`config.mk`:
```
export PLATFORM = sky130hd
export DESIGN_NAME = circular_stack_alu
export DESIGN_NICKNAME = d
export VERILOG_FILES = /design/src/sv/csa_pkg.sv /design/src/sv/csa_alu.sv /design/src/sv/csa_stack.sv /design/src/sv/circular_stack_alu.sv
export SDC_FILE = /design/constraint.sdc
export NUM_CORES = 1
export LEC_CHECK = 0
export BUFFER_PORTS_ARGS = -buffer_cell sky130_fd_sc_hd__buf_2
export CORE_UTILIZATION = 25
export CTS_BUF_LIST = sky130_fd_sc_hd__clkbuf_2
export DETAILED_ROUTE_END_ITERATION = 8
export GPL_TIMING_DRIVEN = 0
export PLACE_DENSITY = 0.44
export SLEW_MARGIN = 10
export SYNTH_ARGS = -nofsm -noshare
export SYNTH_HDL_FRONTEND = slang
export SYNTH_SLANG_ARGS = --single-unit
```
`constraint.sdc`:
```
create_clock -name aclk -period 12.21 [get_ports aclk]
set_input_delay 1.8315 -clock aclk [delete_from_list [all_inputs] [get_ports aclk]]
set_output_delay 1.8315 -clock aclk [all_outputs]
set_load 0.05 [all_outputs]
```
`src/sv/csa_pkg.sv`:
```
`timescale 1ns / 1ps
// Shared types and constants for the circular stack ALU.
// No dependencies; imported by every module of the block.
package csa_pkg;

    localparam int STACK_DEPTH = 8;
    localparam int DATA_WIDTH  = 32;
    localparam int PTR_W       = $clog2(STACK_DEPTH);

    typedef enum logic [3:0] {
        OP_PUSH   = 4'd0,
        OP_POP    = 4'd1,
        OP_DROP   = 4'd2,
        OP_BACK   = 4'd3,
        OP_DUP    = 4'd4,
        OP_SWAP   = 4'd5,
        OP_OVER   = 4'd6,
        OP_ADD    = 4'd7,
        OP_AND    = 4'd8,
        OP_OR     = 4'd9,
        OP_XOR    = 4'd10,
        OP_INVERT = 4'd11,
        OP_NEGATE = 4'd12
    } csa_op_t;

    typedef enum logic [1:0] {
        SHIFT_HOLD,
        SHIFT_PUSH,
        SHIFT_POP
    } csa_shift_t;

    typedef struct packed {
        logic        [3:0]  req_type;
        logic signed [31:0] push_value;
    } csa_req_t;

    typedef struct packed {
        logic signed [31:0] top_value;
        logic signed [31:0] second_value;
        logic signed [31:0] popped_value;
        logic        [2:0]  stack_pointer;
    } csa_rsp_t;

    // Update command from the ALU to the register file.
    typedef struct packed {
        csa_shift_t            shift;
        logic [DATA_WIDTH-1:0] top_data;
        logic [DATA_WIDTH-1:0] second_data;
    } csa_ctrl_t;

    // Fixed taps of the rotating register file, relative to the top.
    typedef struct packed {
        logic [DATA_WIDTH-1:0] r0;
        logic [DATA_WIDTH-1:0] r1;
        logic [DATA_WIDTH-1:0] r2;
        logic [DATA_WIDTH-1:0] rl;
        logic [PTR_W-1:0]      ptr;
    } csa_view_t;

endpackage

```
`src/sv/csa_alu.sv`:
```
`timescale 1ns / 1ps
// Operation decode and datapath: computes the new top, second entry, shift and popped value.
// Depends on csa_pkg.
module csa_alu
    import csa_pkg::*;
(
    input  csa_req_t              req,
    input  csa_view_t             view,
    output csa_ctrl_t             ctrl,
    output logic [DATA_WIDTH-1:0] popped
);

    logic [DATA_WIDTH-1:0] val;

    assign val = DATA_WIDTH'($unsigned(req.push_value));

    always_comb begin
        ctrl.shift       = SHIFT_HOLD;
        ctrl.top_data    = view.r0;
        ctrl.second_data = view.r1;
        popped           = '0;
        unique case (csa_op_t'(req.req_type))
            OP_PUSH: begin
                ctrl.shift       = SHIFT_PUSH;
                ctrl.top_data    = val;
                ctrl.second_data = view.r0;
            end
            OP_POP, OP_DROP: begin
                ctrl.shift       = SHIFT_POP;
                ctrl.top_data    = view.r1;
                ctrl.second_data = view.r2;
                popped           = view.r0;
            end
            OP_BACK: begin
                ctrl.shift       = SHIFT_PUSH;
                ctrl.top_data    = view.rl;
                ctrl.second_data = view.r0;
            end
            OP_DUP: begin
                ctrl.shift       = SHIFT_PUSH;
                ctrl.top_data    = view.r0;
                ctrl.second_data = view.r0;
            end
            OP_SWAP: begin
                ctrl.top_data    = view.r1;
                ctrl.second_data = view.r0;
            end
            OP_OVER: begin
                ctrl.shift       = SHIFT_PUSH;
                ctrl.top_data    = view.r1;
                ctrl.second_data = view.r0;
            end
            OP_ADD: begin
                ctrl.shift       = SHIFT_POP;
                ctrl.top_data    = view.r1 + view.r0;
                ctrl.second_data = view.r2;
            end
            OP_AND: begin
                ctrl.shift       = SHIFT_POP;
                ctrl.top_data    = view.r1 & view.r0;
                ctrl.second_data = view.r2;
            end
            OP_OR: begin
                ctrl.shift       = SHIFT_POP;
                ctrl.top_data    = view.r1 | view.r0;
                ctrl.second_data = view.r2;
            end
            OP_XOR: begin
                ctrl.shift       = SHIFT_POP;
                ctrl.top_data    = view.r1 ^ view.r0;
                ctrl.second_data = view.r2;
            end
            OP_INVERT: ctrl.top_data = ~view.r0;
            OP_NEGATE: ctrl.top_data = '0 - view.r0;
            default: begin
                ctrl.shift = SHIFT_HOLD;
            end
        endcase
    end

endmodule

```
`src/sv/csa_stack.sv`:
```
`timescale 1ns / 1ps
// Rotating register file with the stack pointer; entry 0 is always the top.
// Depends on csa_pkg.
module csa_stack
    import csa_pkg::*;
(
    input  logic             aclk,
    input  logic             aresetn,
    input  logic             en,
    input  csa_ctrl_t        ctrl,
    output csa_view_t        view,
    output logic [PTR_W-1:0] ptr_next
);

    logic [DATA_WIDTH-1:0] cell_reg  [STACK_DEPTH];
    logic [DATA_WIDTH-1:0] cell_next [STACK_DEPTH];
    logic [PTR_W-1:0]      ptr_reg;

    // Rotate the whole file so the top stays at entry 0.
    for (genvar k = 0; k < STACK_DEPTH; k++) begin : g_cell
        localparam int Deeper  = (k + STACK_DEPTH - 1) % STACK_DEPTH;
        localparam int Shallow = (k + 1) % STACK_DEPTH;

        always_comb begin
            if (k == 0) begin
                cell_next[k] = ctrl.top_data;
            end else if (k == 1) begin
                cell_next[k] = ctrl.second_data;
            end else begin
                unique case (ctrl.shift)
                    SHIFT_PUSH: cell_next[k] = cell_reg[Deeper];
                    SHIFT_POP:  cell_next[k] = cell_reg[Shallow];
                    default:    cell_next[k] = cell_reg[k];
                endcase
            end
        end

        always_ff @(posedge aclk) begin
            if (!aresetn) begin
                cell_reg[k] <= '0;
            end else if (en) begin
                cell_reg[k] <= cell_next[k];
            end
        end
    end

    always_comb begin
        unique case (ctrl.shift)
            SHIFT_PUSH: ptr_next = (ptr_reg == PTR_W'(STACK_DEPTH - 1)) ? '0 : ptr_reg + 1'b1;
            SHIFT_POP:  ptr_next = (ptr_reg == '0) ? PTR_W'(STACK_DEPTH - 1) : ptr_reg - 1'b1;
            default:    ptr_next = ptr_reg;
        endcase
    end

    always_ff @(posedge aclk) begin
        if (!aresetn) begin
            ptr_reg <= '0;
        end else if (en) begin
            ptr_reg <= ptr_next;
        end
    end

    assign view.r0  = cell_reg[0];
    assign view.r1  = cell_reg[1];
    assign view.r2  = cell_reg[2];
    assign view.rl  = cell_reg[STACK_DEPTH-1];
    assign view.ptr = ptr_reg;

endmodule

```
`src/sv/circular_stack_alu.sv`:
```
`timescale 1ns / 1ps
// Circular Forth-style data stack with ALU: input register, datapath, result register.
// Depends on csa_pkg, csa_alu and csa_stack.

// One result transaction per input transaction, one transaction per clock cycle
// sustained while neither channel stalls. A request sits in the input register, the
// eight-entry rotating register file and the pointer update as it leaves it, and
// the result register presents the new top, second entry, popped value and
// pointer. Both channels stall independently; the input register refills in the
// same cycle the result register is emptied. The stack and pointer are cleared to
// zero by reset.
module circular_stack_alu
    import csa_pkg::*;
(
    input  logic     aclk,
    input  logic     aresetn,
    input  logic     s_valid,
    output logic     s_ready,
    input  csa_req_t s_payload,
    output logic     m_valid,
    input  logic     m_ready,
    output csa_rsp_t m_payload
);

    logic                  in_valid_reg;
    csa_req_t              req_reg;
    logic                  m_valid_reg;
    csa_rsp_t              rsp_reg;
    csa_rsp_t              rsp_next;
    logic                  process;
    csa_view_t             view;
    csa_ctrl_t             ctrl;
    logic [DATA_WIDTH-1:0] popped;
    logic [PTR_W-1:0]      ptr_next;

    assign process = in_valid_reg && (!m_valid_reg || m_ready);
    assign s_ready = !in_valid_reg || process;

    always_ff @(posedge aclk) begin
        if (!aresetn) begin
            in_valid_reg <= 1'b0;
        end else if (s_ready) begin
            in_valid_reg <= s_valid;
        end
    end

    always_ff @(posedge aclk) begin
        if (s_valid && s_ready) begin
            req_reg <= s_payload;
        end
    end

    csa_alu u_alu (
        .req    (req_reg),
        .view   (view),
        .ctrl   (ctrl),
        .popped (popped)
    );

    csa_stack u_stack (
        .aclk     (aclk),
        .aresetn  (aresetn),
        .en       (process),
        .ctrl     (ctrl),
        .view     (view),
        .ptr_next (ptr_next)
    );

    always_comb begin
        rsp_next.top_value     = 32'(ctrl.top_data);
        rsp_next.second_value  = 32'(ctrl.second_data);
        rsp_next.popped_value  = 32'(popped);
        rsp_next.stack_pointer = 3'(ptr_next);
    end

    always_ff @(posedge aclk) begin
        if (!aresetn) begin
            m_valid_reg <= 1'b0;
        end else if (process) begin
            m_valid_reg <= 1'b1;
        end else if (m_ready) begin
            m_valid_reg <= 1'b0;
        end
    end

    always_ff @(posedge aclk) begin
        if (process) begin
            rsp_reg <= rsp_next;
        end
    end

    assign m_valid   = m_valid_reg;
    assign m_payload = rsp_reg;

    a_result_follows: assert property (@(posedge aclk) disable iff (!aresetn)
        process |=> m_valid_reg)
        else $error("processed transaction produced no result");

    a_request_held: assert property (@(posedge aclk) disable iff (!aresetn)
        in_valid_reg && !process |=> in_valid_reg && $stable(req_reg))
        else $error("pending request lost before processing");

    a_push_top: assert property (@(posedge aclk) disable iff (!aresetn)
        process && req_reg.req_type == OP_PUSH
        |=> m_payload.top_value == $past(req_reg.push_value)
            && m_payload.stack_pointer == 3'($past(view.ptr) + 1'b1))
        else $error("push did not place value on top");

    a_pop_pointer: assert property (@(posedge aclk) disable iff (!aresetn)
        process && (req_reg.req_type == OP_POP || req_reg.req_type == OP_DROP)
        |=> m_payload.popped_value == 32'($past(view.r0))
            && m_payload.stack_pointer == 3'($past(view.ptr) - 1'b1))
        else $error("pop returned wrong value or pointer");

endmodule

```
==> flow_summary_export.csv <==
group,metric,value,unit
run_status,status,"finished clean",
setup_path,end_kind,"register",
global_routing,grt_first_pass_wirelength,119000,µm
route,drtIter0Drc,1756,
route,drc,0,
placement,port_buffers,139,
sta,clock_skew,92.5,ps
yosys,yosysTopAreaCellShare,55.4,%
yosys,synth_area_leaders,"edfxtp_1 (55%), mux2i_1 (9.5%), nor2_1 (5.5%)",
yosys,synth_area_leader_cell,"edfxtp_1",
yosys,synth.avg_cell_area,11.3,µm²
setup_path,r2r-end,"u_stack.cell_reg[1][5]$_SDFFCE_PN0P_",
finish,final_common_cell,"edfxtp_1",
clocking,cts_hold_buf,0,
setup_path,cp-start-kind,"register",
yosys,synth_top_family_by_area,"simple AND/OR/NAND/NOR gates",
placement,globalplace.congestion,0.909,
finish,fillers,8762,
finish,finish.utilization,29.3,%
yosys,synth-xor-area-share,1.12,%
yosys,synthCells,1869,
yosys,synth-simple-area-share,12.8,%
finish,final_cell_mix,"edfxtp_1 (391), nor2_1 (309), mux2i_1 (201)",
clocking,insertion_delay,1160,ps
clocking,ctsRootBufferMaster,"clkbuf_2",
pwr,ir_worst_vdd,0.0530,mV
yosys,post_synth_fa_ha_maj_area_fraction,4.29,%
route,dr.pass1.iters,8,
yosys,synthFlopType,"edfxtp_1",
route,wl_per_cell,25.3,µm
sta,relSlewSlack,24.2,%
global_routing,grt_max_degree,50,
placement,dp_hpwl,62800,µm
floorplanning,dieArea,85900,µm²
finish,nets,2239,
clocking,htree_num_levels,3,
finish,drive_gt1_share,16.7,%
yosys,synth-async-reset-ratio,0,%
pwr,power_density,132,nW/µm²
sta,finalHoldViolations,0,
yosys,ys_warn_count,0,
setup_path,rr_startpoint,"req_reg[34]$_DFFE_PP_",
worst_hold_path,min-delay-path-class,"reg -> reg",
sta,rsz0062_at_grt,"no",
clocking,post_cts_resized,0,
route,viasPerCell,5.02,
yosys,synth_seq_cells,396,
yosys,synth_edf_count,391,
setup_path,worst-setup-path-type,"reg -> reg",
finish,final_cells,3344,
sta,setup_viol,0,
yosys,synth_compound_area_share,11.8,%
sta,max_freq,0.161,GHz
setup_path,reg2reg_depth,16,
sta,whs,524,ps
finish,largest_reg_flops,256,
route,num_vias,16800,
pwr,p_leak,9.19,nW
route,wl,84500,µm
sta,worst_slew_pin_slew,1140,ps
sta,timing.final.ws_setup,6010,ps
floorplanning,die_x,293,µm
yosys,synthMuxAreaShare,9.60,%
clocking,cts_tree,"yes",
setup_path,crit_fanout,49,
global_routing,grt_antenna_before_repair,2,
global_routing,gr-total-overflow,0,
route,ant_nets,0,
clocking,post_cts.repair.setup_buffers,0,
finish,syn_to_final_growth,15.6,%
setup_path,timing.critical_path.to,"u_stack.cell_reg[1][5]$_SDFFCE_PN0P_",
sta,min_period,6200,ps
floorplanning,ios,141,
yosys,mappedNetlistArea,21200,µm²
yosys,ys_seq_area_share,55.9,%
sta,final-max-slew-violation-count,0,
floorplanning,rows,106,
finish,sequential_cell_area,11800,µm²
floorplanning,start_util,25.3,%
pwr,power.total,3.23,mW
sta,final.period_utilization,50.8,%
run,cap_violations,0,
setup_path,cp_data_arrival_time,7000,ps
clocking,cts-buffers-inserted,107,
yosys,ys_types,86,
setup_path,critical_path_required,13010,ps
setup_path,crit_start,"req_reg[34]$_DFFE_PP_",
global_routing,grt_pass1_vias,16600,
finish,final_cell_area,24500,µm²
floorplanning,core-area,83700,µm²
setup_path,reg2reg_slack,6010,ps
placement,postPlaceCellArea,23500,µm²
clocking,clk_pin_slew,90,ps
placement,place_inst,3152,
global_routing,grt_usage,19.4,%
placement,pre_cts_ws,5840,ps
floorplanning,die_h,293,µm
sta,setup-tns-final,0,ps
finish,multi_input_area,8410,µm²
yosys,syn-num-nets,1981,
clocking,clk_path_buf_depth,3,
clocking,clock-sinks,396,
==> logic make-up (layout without fill, tap and decap cells) <==
family                     Yosys count  count (layout)
AOI/OAI and AO/OA                  340             340
xor gates and xnor gates            27              27
adders and majority gates           72              72
buffers and inverters              250             590
DFF                                396             396
muxes                              203             203
other                                0               1
and+or+nand+nor                    581             581
==> synthesized netlist by cell type, types with 8 or more instances <==
cell type  instances
mux2i_1          201
and2_1            20
buf_1             11
buf_2             15
edfxtp_1         391
o2111ai_1          8
a211oi_1          11
nand2_1           82
xnor2_1           20
a221oi_1          29
nor2b_1            9
nand4_1           14
a31oi_1            8
a222oi_1          41
clkbuf_1         112
a21oi_1           83
o22ai_1            9
nor4_1            37
inv_1            111
nor3_1            21
ha_1              71
o21ai_0           45
nor2_1           310
o21bai_1           8
nand3_1           33
a22oi_1           14
and3_1            12
==> critical path, stage by stage, from the launching register on <==
cell      delay (ps)
edfxtp_1         510
clkbuf_1         270
clkbuf_1         370
o21ai_0          250
nand2_1           90
o31ai_2           90
buf_4            260
clkbuf_1         550
ha_1             260
clkbuf_1         450
buf_2            390
clkbuf_1         730
o21ai_0          310
nand2_4          430
buf_16           300
buf_12           270
buf_16           270
==> layout make-up <==
cell class,instances,area share [%]
Sequential cell,396,48.4
Clock inverter,33,0.608
Clock buffer,158,3.23
Tap cell,1134,5.80
Inverter,111,1.70
Buffer,139,2.23
Multi-Input combinational cell,1223,34.4
Antenna cell,1,0.0102
Timing Repair Buffer,149,3.70
==> worst min path at each step <==
stage | start | endpoint | depth (start not counted)
global route | in_valid_reg$_SDFFE_PN0N_ | m_valid$_SDFFE_PN0P_ | 1
finish | in_valid_reg$_SDFFE_PN0N_ | m_valid$_SDFFE_PN0P_ | 1
CTS | in_valid_reg$_SDFFE_PN0N_ | m_valid$_SDFFE_PN0P_ | 1
global placement | in_valid_reg$_SDFFE_PN0N_ | m_valid$_SDFFE_PN0P_ | 1
detailed placement | in_valid_reg$_SDFFE_PN0N_ | m_valid$_SDFFE_PN0P_ | 1
floorplan | in_valid_reg$_SDFFE_PN0N_ | m_valid$_SDFFE_PN0P_ | 1
==> where the power goes <==
part	switching, mW	leakage (nW)	internal, mW
logic	0.423	4.41	0.179
registers	0.0798	4.04	1.59
clock network	0.599	0.732	0.352
total	1.10	9.19	2.13
==> layer usage <==
| layer | track usage [%] | vias to the layer above | routed length, µm |
|---|---|---|---|
| li1 | - | 7559 | - |
| met1 | 26.1 | 8447 | 38100 |
| met2 | 30.7 | 655 | 38700 |
| met3 | 3.85 | 129 | 5470 |
| met4 | 7.04 | 2 | 2260 |
| met5 | 0 | - | 7 |
(Power assumes the default switching activity.)
